## src/temporal_median_scan_filter_macros.svh

```systemverilog
// Assertion macros for the temporal median scan filter.
// Used by the top level; expects signals named clk and rst in scope.
`ifndef TEMPORAL_MEDIAN_SCAN_FILTER_MACROS_SVH
`define TEMPORAL_MEDIAN_SCAN_FILTER_MACROS_SVH
`ifndef SYNTHESIS
// A property that must hold at every clock edge outside reset.
`define TMSF_ASSERT(label, prop, msg) \
  label: assert property (@(posedge clk) disable iff (rst) (prop)) else $error(msg);
// A condition that must be followed by another one in the next cycle.
`define TMSF_ASSERT_NEXT(label, ante, cons, msg) \
  label: assert property (@(posedge clk) disable iff (rst) (ante) |=> (cons)) else $error(msg);
`else
`define TMSF_ASSERT(label, prop, msg)
`define TMSF_ASSERT_NEXT(label, ante, cons, msg)
`endif
`endif

```

## src/tmsf_pkg.sv

```systemverilog
// Shared types and constants of the temporal median scan filter.
// Used by the controller, the datapath and the top level; depends on nothing.
`default_nettype none

package tmsf_pkg;

  // Configuration port.
  localparam int CFG_INDEX_BITS = 2;
  localparam int CFG_DATA_BITS  = 11;
  localparam int DEPTH_BITS     = 3;
  localparam int LENGTH_BITS    = 11;

  localparam logic [CFG_INDEX_BITS-1:0] REG_HISTORY_DEPTH = 2'd0;
  localparam logic [CFG_INDEX_BITS-1:0] REG_SCAN_LENGTH   = 2'd1;

  localparam logic [DEPTH_BITS-1:0]  RESET_HISTORY_DEPTH = 3'd4;
  localparam logic [LENGTH_BITS-1:0] RESET_SCAN_LENGTH   = 11'd1024;

  // Commands from the controller to the datapath.
  typedef struct packed {
    logic start;       // input transfer: store sample, seed the sorted list
    logic issue_read;  // read one earlier scan value from the history memory
    logic insert;      // insert the value just read into the sorted list
    logic finish;      // load the result register and advance the scan state
  } tmsf_cmd_t;

  // Status from the datapath to the controller.
  typedef struct packed {
    logic has_history; // at least one earlier complete scan is held
    logic last_read;   // the value being inserted is the last earlier one
    logic out_free;    // the result register can take a new result
  } tmsf_status_t;

endpackage

`default_nettype wire

```

## src/tmsf_controller.sv

```systemverilog
// Sequencing state machine of the temporal median scan filter.
// Depends on tmsf_pkg for the command and status types.
`default_nettype none

module tmsf_controller
  import tmsf_pkg::*;
(
  input  wire logic         clk,
  input  wire logic         rst,
  input  wire logic         in_valid,
  output logic              in_stall,
  input  wire tmsf_status_t status,
  output tmsf_cmd_t         cmd
);

  localparam logic [1:0] ST_IDLE   = 2'd0;
  localparam logic [1:0] ST_READ   = 2'd1;
  localparam logic [1:0] ST_INSERT = 2'd2;
  localparam logic [1:0] ST_FINISH = 2'd3;

  logic [1:0] state;
  logic [1:0] state_next;

  always_comb begin
    cmd        = '0;
    state_next = state;
    unique case (state)
      ST_IDLE: begin
        if (in_valid) begin
          cmd.start  = 1'b1;
          state_next = status.has_history ? ST_READ : ST_FINISH;
        end
      end
      ST_READ: begin
        cmd.issue_read = 1'b1;
        state_next     = ST_INSERT;
      end
      ST_INSERT: begin
        cmd.insert = 1'b1;
        state_next = status.last_read ? ST_FINISH : ST_READ;
      end
      ST_FINISH: begin
        if (status.out_free) begin
          cmd.finish = 1'b1;
          state_next = ST_IDLE;
        end
      end
      default: begin
        state_next = ST_IDLE;
      end
    endcase
  end

  assign in_stall = (state != ST_IDLE);

  always_ff @(posedge clk) begin
    if (rst) begin
      state <= ST_IDLE;
    end else begin
      state <= state_next;
    end
  end

endmodule

`default_nettype wire

```

## config.mk

```make
export PLATFORM = sky130hd
export DESIGN_NAME = tmsf_controller
export DESIGN_NICKNAME = d
export VERILOG_FILES = /design/src/temporal_median_scan_filter_macros.svh /design/src/tmsf_pkg.sv /design/src/tmsf_controller.sv
export SDC_FILE = /design/constraint.sdc
export NUM_CORES = 1
export LEC_CHECK = 0
export ABC_AREA = 1
export BUFFER_PORTS_ARGS = -buffer_cell sky130_fd_sc_hd__buf_2
export CAP_MARGIN = 0
export CORE_AREA = 2 2 39 41
export CTS_CLUSTER_DIAMETER = 40
export CTS_CLUSTER_SIZE = 12
export DETAILED_ROUTE_END_ITERATION = 8
export DIE_AREA = 0 0 41 43
export HOLD_SLACK_MARGIN = 0.08
export PLACE_DENSITY_LB_ADDON = 0.08
export SLEW_MARGIN = 20
export SYNTH_ARGS = -nofsm -noshare
export SYNTH_HDL_FRONTEND = slang
export SYNTH_SLANG_ARGS = --single-unit
```

## constraint.sdc

```tcl
create_clock -name clk -period 1.6 [get_ports clk]
set_input_delay 0.32 -clock clk [delete_from_list [all_inputs] [get_ports clk]]
set_output_delay 0.32 -clock clk [all_outputs]
set_load 0.05 [all_outputs]
```

==> flow_results.xml, run 1 <==
<?xml version="1.0" encoding="UTF-8"?>
<metrics>
  <group name="drt">
    <metric name="drc" unit="">0</metric>
    <metric name="drt-total-wl" unit="um">366</metric>
    <metric name="drt-vias-per-instance" unit="">3.408</metric>
    <metric name="detailedRoute.firstIterationViolations" unit="">0</metric>
    <metric name="antenna_left" unit="">0</metric>
    <metric name="routed_wire_length_per_instance" unit="um">7.469</metric>
    <metric name="dr_total_vias" unit="">167</metric>
    <metric name="tritonroute_pass_1_iters" unit="">1</metric>
  </group>
  <group name="logic_synthesis">
    <metric name="synth.area.top_cells" unit="">dfxtp_1 34%, inv_1 16%, nor2_1 13%</metric>
    <metric name="cell_area_after_synthesis" unit="um^2">118.9</metric>
    <metric name="async_flop_share" unit="%">0</metric>
    <metric name="synth_warnings" unit="">0</metric>
    <metric name="yosys_most_used_dff" unit="">dfxtp_1</metric>
    <metric name="netlist-cell-type-count" unit="">10</metric>
    <metric name="synth.cells.most_frequent" unit="">5 x inv_1, 4 x nor2_1, 3 x nand2_1</metric>
    <metric name="synth_largest_type_area_fraction" unit="%">33.68</metric>
    <metric name="netlist_instances" unit="">20</metric>
    <metric name="ys_ff_latch" unit="">2</metric>
    <metric name="synthMostInstantiatedCell" unit="">inv_1</metric>
    <metric name="synth.largest_area_cell" unit="">dfxtp_1</metric>
    <metric name="synth_fp_nets" unit="">26</metric>
    <metric name="synthesis.area_per_instance" unit="um^2">5.943</metric>
    <metric name="seq_area_frac_synth" unit="%">33.68</metric>
    <metric name="number_of_synthesized_flops_with_an_enable_pin" unit="">0</metric>
  </group>
  <group name="sta">
    <metric name="final-setup-viol-count" unit="">0</metric>
    <metric name="slew_viol_final" unit="">0</metric>
    <metric name="fin_tns_setup" unit="ns">0</metric>
    <metric name="final_hold_viol_count" unit="">0</metric>
    <metric name="tightestPinTransition" unit="ns">0.2491</metric>
    <metric name="clock-skew-final" unit="ns">0.0001416</metric>
    <metric name="whs" unit="ns">0.2704</metric>
    <metric name="final.period_utilization" unit="%">93.16</metric>
    <metric name="grt_setup_unrepaired" unit="">no</metric>
    <metric name="timing.final.crit_period" unit="ns">1.491</metric>
    <metric name="worst_slew_margin_rel" unit="%">83.51</metric>
    <metric name="max_clock_freq" unit="MHz">670.9</metric>
  </group>
  <group name="clock_network">
    <metric name="clk_path_buf_depth" unit="">2</metric>
    <metric name="htree_levels" unit="">1</metric>
    <metric name="ctsHoldBuffers" unit="">0</metric>
    <metric name="insertion_delay" unit="ns">0.22</metric>
    <metric name="cts_tree" unit="">built</metric>
    <metric name="clk_pin_slew_worst_paths" unit="ns">0.03</metric>
    <metric name="post_cts.resized_instances" unit="">0</metric>
    <metric name="post_cts_buffers" unit="">0</metric>
    <metric name="numCtsBuffers" unit="">3</metric>
    <metric name="root_buffer" unit="">clkbuf_4</metric>
    <metric name="clock_sinks" unit="">2</metric>
  </group>
  <group name="placement">
    <metric name="gpl.final_weighted_congestion" unit="">0.6729</metric>
    <metric name="place.detailed.instances" unit="">46</metric>
    <metric name="port_buffers" unit="">10</metric>
  </group>
  <group name="finish">
    <metric name="area_growth_syn_to_layout" unit="%">84.21</metric>
    <metric name="top_regs" unit="">state x2</metric>
    <metric name="drive_above_1_share" unit="%">48.48</metric>
    <metric name="design.final.nets" unit="">41</metric>
    <metric name="registers.top_by_ff_count" unit="">state</metric>
    <metric name="fin_cells" unit="">49</metric>
    <metric name="num_antenna_cells" unit="">0</metric>
    <metric name="largest_reg_flops" unit="">2</metric>
  </group>
  <group name="critical_path">
    <metric name="timing.critical_path.to" unit="">cmd[0]</metric>
    <metric name="worst_setup_path_start_kind" unit="">register</metric>
    <metric name="worst-endpoint-arrival" unit="ns">1.17</metric>
    <metric name="max_stage_delay" unit="ns">0.40</metric>
    <metric name="critical_path.startpoint" unit="">state[1]</metric>
    <metric name="reg2reg_to" unit="">state[1]</metric>
    <metric name="setup.reg_to_reg.worst_slack" unit="ns">0.78</metric>
    <metric name="cp.required" unit="ns">1.28</metric>
    <metric name="cp_class" unit="">register to output pin</metric>
    <metric name="largest_fanout_of_any_net_on_the_critical_path" unit="">6</metric>
    <metric name="reg2reg_from" unit="">state[1]</metric>
    <metric name="crit_path_end_kind" unit="">output pin</metric>
    <metric name="worstRegToRegCells" unit="">4</metric>
    <metric name="critical-path-slowest-cell" unit="">dfxtp_1</metric>
    <metric name="cells_traversed_along_the_worst_timing_path" unit="">inv_1, nor3_2, buf_2</metric>
  </group>
  <group name="power">
    <metric name="cellPowerDensity" unit="nW/um^2">1254</metric>
    <metric name="power.static_leakage" unit="uW">0.0001211</metric>
    <metric name="vdd_drop_max" unit="uV">309.9</metric>
  </group>
  <group name="global_route">
    <metric name="use_met2" unit="%">5.313</metric>
    <metric name="largest_net_degree_at_the_start_of_global_routing" unit="">7</metric>
    <metric name="grt_pass1_wl" unit="um">552</metric>
    <metric name="grt.met1_usage" unit="%">5.431</metric>
    <metric name="global_route.usage.met3" unit="%">4.712</metric>
    <metric name="antenna_violations_before_repair" unit="">0</metric>
    <metric name="first_global_vias" unit="">150</metric>
    <metric name="gr-total-overflow" unit="">0</metric>
    <metric name="track_usage" unit="%">5.210</metric>
    <metric name="grt_most_used_layer" unit="">met4</metric>
  </group>
  <group name="job">
    <metric name="max-cap-violations" unit="">0</metric>
  </group>
  <group name="floorplanning">
    <metric name="floorplan.initialDensity" unit="%">8.590</metric>
    <metric name="area_of_the_core_region" unit="um^2">1384</metric>
    <metric name="floorplan.die.width" unit="um">41</metric>
    <metric name="boundaryPins" unit="">11</metric>
    <metric name="fp.dieArea" unit="um^2">1763</metric>
    <metric name="die_height" unit="um">43</metric>
    <metric name="num_rows" unit="">14</metric>
  </group>
  <group name="worst_hold_path">
    <metric name="hold_path.class" unit="">primary input to register</metric>
  </group>
  <group name="status">
    <metric name="outcome" unit="">completed</metric>
  </group>
</metrics>
[report_power, final]
group | internal, uW | switching, uW | leakage [uW]
Sequential | 56.3 | 7.28 | 0.0000167
Combinational | 24.9 | 75.6 | 0.0000906
Clock | 82.6 | 27.8 | 0.0000138
[worst max-delay path, delay by kind of cell (launching register included)]
family,cells,cell delay [ns]
simple gates,1,0.17
buf+inv,2,0.37
flops,1,0.40
[metal layers]
metal,vias up,share of wire (%)
met2,6,45
li1,88,-
met4,0,0
met1,73,44
met3,0,10
met5,-,0
[final cells by class]
type | count | area, um^2
Clock buffer | 3 | 22.52
Fill cell | 162 | 1165
Inverter | 5 | 18.77
Multi-Input combinational cell | 13 | 67.56
Sequential cell | 2 | 40.04
Tap cell | 16 | 20.02
Timing Repair Buffer | 10 | 50.05
[metrics by stage]
step                worst slack (ns)  total power (uW)  instance area, um^2  utilization [%]
finish                        0.1094             274.5                219.0            15.82
global route                 0.03986             298.3                219.0            15.82
CTS                           0.1002             283.5                219.0            15.82
detailed placement            0.3433             165.8                196.4            14.20
global placement              0.3890             166.0                196.4            14.20
floorplan                     0.1099             140.3                126.4                -
[cell usage in the layout (no fill, tap or decap)]
cell type  Yosys  final
nor2_2         0      1
nor2_1         4      3
o21ai_0        1      1
clkbuf_4       0      3
inv_1          5      5
a21oi_1        1      1
buf_2          0     10
nor3_2         0      1
nand3_1        1      1
o21ai_1        1      1
a21oi_2        1      1
dfxtp_1        2      2
nand2_1        3      3
[how the worst min path moves through the flow]
| stage | startpoint | end | depth (start not counted) |
|---|---|---|---|
| 6_report | rst | state[1] | 2 |
| 5_1_grt | rst | state[1] | 2 |
| 4_1_cts | rst | state[1] | 2 |
| 3_5_place_dp | rst | state[1] | 2 |
| 3_3_place_gp | rst | state[1] | 2 |
| 2_1_floorplan | rst | state[1] | 1 |
[cells by family after synthesis]
family,share of synthesized area [%]
flip-flops,33.69
buffers and inverters,15.79
AO/OA/AOI/OAI,19.99
AND/OR/NAND/NOR,30.51
No activity file was read; power rests on OpenSTA's default activity.
==> run 2: changes to the inputs <==
ABC_AREA = 0   (was 1)
==> run 2 against run 1 <==
  * Worst setup slack got worse by 0.0062 ns
  * Die area did not move
  * Wire length fell by 3.0%
  * Hold slack better by 0.0054 ns
  * Via count shrank 8.4%
  * Flip-flop and latch count is the same
  * Largest power group unchanged
  * Critical endpoint is now cmd[3]
  * Fmax fell by 0.41%
  * Cell count is 10% lower
  * Register-to-register slack worse by 0.10 ns
  * Global-route usage shrank 0.19 points
  * Largest cell class unchanged
==> flow_results.xml, run 2 <==
<?xml version="1.0" encoding="UTF-8"?>
<metrics>
  <group name="status">
    <metric name="outcome" unit="">completed</metric>
  </group>
  <group name="clock_network">
    <metric name="cts_tree" unit="">built</metric>
    <metric name="clk_path_buf_depth" unit="">2</metric>
    <metric name="post_cts.resized_instances" unit="">0</metric>
    <metric name="root_buffer" unit="">clkbuf_4</metric>
    <metric name="post_cts_buffers" unit="">0</metric>
    <metric name="ctsHoldBuffers" unit="">0</metric>
    <metric name="clock_sinks" unit="">2</metric>
    <metric name="htree_levels" unit="">1</metric>
    <metric name="clk_pin_slew_worst_paths" unit="ns">0.03</metric>
    <metric name="numCtsBuffers" unit="">3</metric>
    <metric name="insertion_delay" unit="ns">0.22</metric>
  </group>
  <group name="critical_path">
    <metric name="cp.required" unit="ns">1.28</metric>
    <metric name="worst_setup_path_start_kind" unit="">register</metric>
    <metric name="worst-endpoint-arrival" unit="ns">1.18</metric>
    <metric name="largest_fanout_of_any_net_on_the_critical_path" unit="">6</metric>
    <metric name="cp_class" unit="">register to output pin</metric>
    <metric name="crit_path_end_kind" unit="">output pin</metric>
  </group>
  <group name="logic_synthesis">
    <metric name="synth_fp_nets" unit="">21</metric>
    <metric name="async_flop_share" unit="%">0</metric>
    <metric name="synth.largest_area_cell" unit="">dfxtp_1</metric>
    <metric name="yosys_most_used_dff" unit="">dfxtp_1</metric>
    <metric name="number_of_synthesized_flops_with_an_enable_pin" unit="">0</metric>
    <metric name="netlist_instances" unit="">15</metric>
    <metric name="synth.cells.most_frequent" unit="">2 x dfxtp_1, 2 x inv_1, 2 x nor2_1</metric>
    <metric name="ys_ff_latch" unit="">2</metric>
    <metric name="synth_warnings" unit="">0</metric>
    <metric name="synthesis.area_per_instance" unit="um^2">7.841</metric>
    <metric name="seq_area_frac_synth" unit="%">34.04</metric>
    <metric name="synth_largest_type_area_fraction" unit="%">34.04</metric>
    <metric name="synth.area.top_cells" unit="">dfxtp_1 34%, a21oi_2 7.4%, a2bb2oi_1 7.4%</metric>
    <metric name="cell_area_after_synthesis" unit="um^2">117.6</metric>
    <metric name="netlist-cell-type-count" unit="">12</metric>
  </group>
  <group name="finish">
    <metric name="multi_input_area" unit="um^2">72.57</metric>
    <metric name="largest_reg_flops" unit="">2</metric>
    <metric name="layout.core_utilization" unit="%">15.37</metric>
    <metric name="registers.top_by_ff_count" unit="">state</metric>
    <metric name="num_antenna_cells" unit="">0</metric>
    <metric name="top_regs" unit="">state x2</metric>
    <metric name="drive_above_1_share" unit="%">57.14</metric>
    <metric name="seqCellArea" unit="um^2">40.04</metric>
    <metric name="area_growth_syn_to_layout" unit="%">80.85</metric>
    <metric name="final_common_cell" unit="">buf_2</metric>
    <metric name="nFillCells" unit="">159</metric>
    <metric name="most-common-layout-cells" unit="">10 x buf_2, 3 x clkbuf_4, 2 x inv_1, 2 x dfxtp_1</metric>
    <metric name="design.final.nets" unit="">36</metric>
  </group>
  <group name="global_route">
    <metric name="first_global_vias" unit="">150</metric>
    <metric name="gr-total-overflow" unit="">0</metric>
    <metric name="track_usage" unit="%">5.020</metric>
    <metric name="grt_pass1_wl" unit="um">510</metric>
    <metric name="antenna_violations_before_repair" unit="">0</metric>
    <metric name="largest_net_degree_at_the_start_of_global_routing" unit="">8</metric>
  </group>
  <group name="floorplanning">
    <metric name="fp.dieArea" unit="um^2">1763</metric>
    <metric name="floorplan.die.width" unit="um">41</metric>
    <metric name="boundaryPins" unit="">11</metric>
    <metric name="floorplan.initialDensity" unit="%">8.499</metric>
    <metric name="area_of_the_core_region" unit="um^2">1384</metric>
    <metric name="die_height" unit="um">43</metric>
    <metric name="num_rows" unit="">14</metric>
  </group>
  <group name="power">
    <metric name="report.power.total" unit="uW">269.5</metric>
    <metric name="vdd_drop_max" unit="uV">205.5</metric>
    <metric name="cellPowerDensity" unit="nW/um^2">1267</metric>
    <metric name="power.static_leakage" unit="uW">0.0001165</metric>
  </group>
  <group name="placement">
    <metric name="port_buffers" unit="">10</metric>
    <metric name="gpl.final_weighted_congestion" unit="">0.6949</metric>
  </group>
  <group name="sta">
    <metric name="final_hold_viol_count" unit="">0</metric>
    <metric name="worst_slew_margin_rel" unit="%">83.47</metric>
    <metric name="final-setup-viol-count" unit="">0</metric>
    <metric name="grt_setup_unrepaired" unit="">no</metric>
    <metric name="tightestPinTransition" unit="ns">0.2496</metric>
    <metric name="final.period_utilization" unit="%">93.55</metric>
    <metric name="fin_tns_setup" unit="ns">0</metric>
    <metric name="timing.final.crit_period" unit="ns">1.497</metric>
    <metric name="slew_viol_final" unit="">0</metric>
    <metric name="clock-skew-final" unit="ns">0.001678</metric>
    <metric name="max_clock_freq" unit="MHz">668.1</metric>
  </group>
  <group name="drt">
    <metric name="drt-total-wl" unit="um">355</metric>
    <metric name="drc" unit="">0</metric>
    <metric name="routed_wire_length_per_instance" unit="um">8.068</metric>
    <metric name="detailedRoute.firstIterationViolations" unit="">2</metric>
    <metric name="tritonroute_pass_1_iters" unit="">2</metric>
    <metric name="dr_total_vias" unit="">153</metric>
    <metric name="drt-vias-per-instance" unit="">3.477</metric>
    <metric name="antenna_left" unit="">0</metric>
  </group>
  <group name="worst_hold_path">
    <metric name="hold_path.class" unit="">primary input to register</metric>
  </group>
  <group name="job">
    <metric name="max-cap-violations" unit="">0</metric>
  </group>
</metrics>
[run 2: power by group]
group | internal [uW] | switching [uW]
registers | 55.8 | 7.88
logic | 29.0 | 64.8
clock network | 82.8 | 29.2
[run 2: critical path: stages, from the launching register on]
cell,delay (ns)
dfxtp_1,0.34
or2_4,0.28
nor2_2,0.07
buf_2,0.26
[run 2: final timing paths]
kind	cells after the start	from	endpoint	slack (ns)
worst max-delay path	3	state[1]	cmd[3]	0.10
worst min-delay path	2	rst	state[0]	0.28
worst max register to register	3	state[1]	state[1]	0.68
worst min register to register	1	state[1]	state[1]	0.55
[run 2: cell families after synthesis]
family / Yosys count / share of synthesized area (%)
AND/OR/NAND/NOR: 7 / 34.05
AO/OA/AOI/OAI: 4 / 25.53
flip-flops: 2 / 34.04
buffers and inverters: 2 / 6.385
[run 2: stage by stage]
step / setup slack [ns] / instances / cell area (um^2) / hold slack (ns)
floorplan: 0.1737 / 15 / 120.1 / 0.3924
global placement: 0.3333 / 41 / 190.2 / 0.5096
detailed placement: 0.3395 / 41 / 190.2 / 0.5092
CTS: 0.09024 / 44 / 212.7 / 0.2666
global route: 0.05383 / 44 / 212.7 / 0.2717
finish: 0.1032 / 44 / 212.7 / 0.2758
[run 2: cell type report]
| cell class | instances | share of cell area, % |
|---|---|---|
| clock buffer | 3 | 10.59 |
| inverter | 2 | 3.529 |
| tap | 16 | 9.412 |
| sequential | 2 | 18.82 |
| multi-input combinational | 11 | 34.12 |
| timing repair buffer | 10 | 23.53 |
[run 2: per-layer routing]
metal  routed length (um)  global-route usage [%]  up-vias
met3                   41                   1.571        0
met5                    0                       0        -
met4                    0                   10.00        0
li1                     -                       -       78
met1                  123                   4.502       69
met2                  191                   5.625        6
==> run 3: changes to the inputs <==
SKIP_CTS_REPAIR_TIMING = 1   (was unset)
clock period = 1.4 ns   (was 1.6 ns; I/O delays follow)
==> run 3 against run 2 <==
  * Register-to-register slack worse by 0.18 ns
  * Sequential power is 18% higher
  * Cell count stayed put
  * Sequential share of layout area hardly changed
  * Die area stayed put
  * Clock skew is 0.00092 ns lower
  * First-iteration DRC count grew to 3.0 times the previous value
  * Cell area is 6.5% higher
  * Critical endpoint unchanged
==> flow_results.xml, run 3 (synthesis results as in run 2) <==
<?xml version="1.0" encoding="UTF-8"?>
<metrics>
  <group name="global_route">
    <metric name="grt_pass1_wl" unit="um">614</metric>
    <metric name="track_usage" unit="%">6.012</metric>
    <metric name="gr-total-overflow" unit="">0</metric>
    <metric name="first_global_vias" unit="">162</metric>
    <metric name="largest_net_degree_at_the_start_of_global_routing" unit="">8</metric>
    <metric name="antenna_violations_before_repair" unit="">0</metric>
  </group>
  <group name="critical_path">
    <metric name="cp.required" unit="ns">1.12</metric>
    <metric name="worst-endpoint-arrival" unit="ns">1.09</metric>
    <metric name="crit_path_end_kind" unit="">output pin</metric>
    <metric name="cp_class" unit="">register to output pin</metric>
    <metric name="worst_setup_path_start_kind" unit="">register</metric>
    <metric name="largest_fanout_of_any_net_on_the_critical_path" unit="">6</metric>
  </group>
  <group name="clock_network">
    <metric name="clk_path_buf_depth" unit="">2</metric>
    <metric name="numCtsBuffers" unit="">3</metric>
    <metric name="htree_levels" unit="">1</metric>
    <metric name="root_buffer" unit="">clkbuf_4</metric>
    <metric name="clock_sinks" unit="">2</metric>
    <metric name="insertion_delay" unit="ns">0.22</metric>
    <metric name="clk_pin_slew_worst_paths" unit="ns">0.03</metric>
    <metric name="cts_tree" unit="">built</metric>
  </group>
  <group name="drt">
    <metric name="wl_met3" unit="um">25</metric>
    <metric name="tritonroute_pass_1_iters" unit="">2</metric>
    <metric name="drt-total-wl" unit="um">383</metric>
    <metric name="highest-signal-layer" unit="">met3</metric>
    <metric name="met1Wirelength" unit="um">155</metric>
    <metric name="met2_length" unit="um">202</metric>
    <metric name="drc" unit="">0</metric>
    <metric name="dr_total_vias" unit="">141</metric>
    <metric name="antenna_left" unit="">0</metric>
    <metric name="routed_wire_length_per_instance" unit="um">8.705</metric>
    <metric name="drt-vias-per-instance" unit="">3.205</metric>
    <metric name="detailedRoute.firstIterationViolations" unit="">6</metric>
  </group>
  <group name="power">
    <metric name="vdd_drop_max" unit="uV">219.1</metric>
    <metric name="report.power.total" unit="uW">318.2</metric>
    <metric name="power.static_leakage" unit="uW">0.0001193</metric>
    <metric name="cellPowerDensity" unit="nW/um^2">1405</metric>
  </group>
  <group name="sta">
    <metric name="final.period_utilization" unit="%">97.76</metric>
    <metric name="worst_slack_setup_final" unit="ns">0.03138</metric>
    <metric name="tightestPinTransition" unit="ns">0.2491</metric>
    <metric name="max_clock_freq" unit="MHz">730.7</metric>
    <metric name="slew_viol_final" unit="">0</metric>
    <metric name="timing.final.crit_period" unit="ns">1.369</metric>
    <metric name="final-setup-viol-count" unit="">0</metric>
    <metric name="worst_slew_margin_rel" unit="%">83.51</metric>
    <metric name="final_hold_viol_count" unit="">0</metric>
    <metric name="clock-skew-final" unit="ns">0.0007567</metric>
  </group>
  <group name="floorplanning">
    <metric name="floorplan.die.width" unit="um">41</metric>
    <metric name="fp.dieArea" unit="um^2">1763</metric>
    <metric name="num_rows" unit="">14</metric>
    <metric name="die_height" unit="um">43</metric>
    <metric name="boundaryPins" unit="">11</metric>
    <metric name="floorplan.initialDensity" unit="%">8.499</metric>
    <metric name="area_of_the_core_region" unit="um^2">1384</metric>
  </group>
  <group name="status">
    <metric name="outcome" unit="">completed</metric>
  </group>
  <group name="placement">
    <metric name="place_worst_setup_slack" unit="ns">0.1654</metric>
    <metric name="port_buffers" unit="">10</metric>
    <metric name="gpl.final_weighted_congestion" unit="">0.5645</metric>
  </group>
  <group name="finish">
    <metric name="area_growth_syn_to_layout" unit="%">92.55</metric>
    <metric name="registers.top_by_ff_count" unit="">state</metric>
    <metric name="drive_above_1_share" unit="%">64.29</metric>
    <metric name="num_antenna_cells" unit="">0</metric>
    <metric name="most-common-layout-cells" unit="">9 x buf_2, 3 x clkbuf_4, 2 x inv_1, 2 x dfxtp_2</metric>
    <metric name="design.final.nets" unit="">36</metric>
    <metric name="top_regs" unit="">state x2</metric>
    <metric name="final_common_cell" unit="">buf_2</metric>
    <metric name="largest_reg_flops" unit="">2</metric>
  </group>
  <group name="worst_hold_path">
    <metric name="hold_path.class" unit="">primary input to register</metric>
  </group>
  <group name="job">
    <metric name="max-cap-violations" unit="">0</metric>
  </group>
</metrics>
run 3: changes by cell type in the layout (fill, tap and decap cells not counted):
cell and delta:
buf_2 -1, buf_6 +1, dfxtp_1 -2, dfxtp_2 +2, nor2_4 +1, nor2_2 -1
run 3: layer usage:
layer | vias to the layer above | track usage (%)
met3 | 0 | 4.712
met2 | 6 | 7.187
met1 | 59 | 5.112
li1 | 76 | -
met5 | - | 0
met4 | 0 | 8.000
run 3: worst max-delay path, stage by stage (launching register included):
cell	delay [ns]
dfxtp_2	0.34
or2_4	0.28
nor2_4	0.09
buf_6	0.16
run 3: area by class of cell:
type,instances,area (um^2)
clock buffers,3,22.52
fillers,157,1157
inverters,2,7.507
multi-input cells,11,77.57
flip-flops and latches,2,42.54
well taps,16,20.02
repair buffers,10,56.30
run 3: metrics by stage:
step	cells	area (um^2)	utilization (%)	TNS, ns	hold slack, ns
after floorplan	15	120.1	-	0	0.3524
after global placement	41	190.2	13.74	0	0.4651
after detailed placement	41	190.2	13.74	0	0.4635
after CTS	44	212.7	15.37	-0.08502	0.2209
after global routing	44	226.5	16.37	-0.003774	0.2239
final	44	226.5	16.37	0	0.2256
run 3: power by group:
part	leakage (uW)	switching [uW]	internal [uW]
combinational	0.0000883	76.3	38.0
sequential	0.0000172	9.98	65.3
clock	0.0000138	34.1	94.7
run 3: worst paths after layout:
path,start,cells after the start,slack (ns),end
worst max register to register,state[1],3,0.50,state[1]
worst max-delay path,state[1],3,0.03,cmd[3]
worst min register to register,state[1],1,0.49,state[1]
worst min-delay path,rst,2,0.23,state[0]
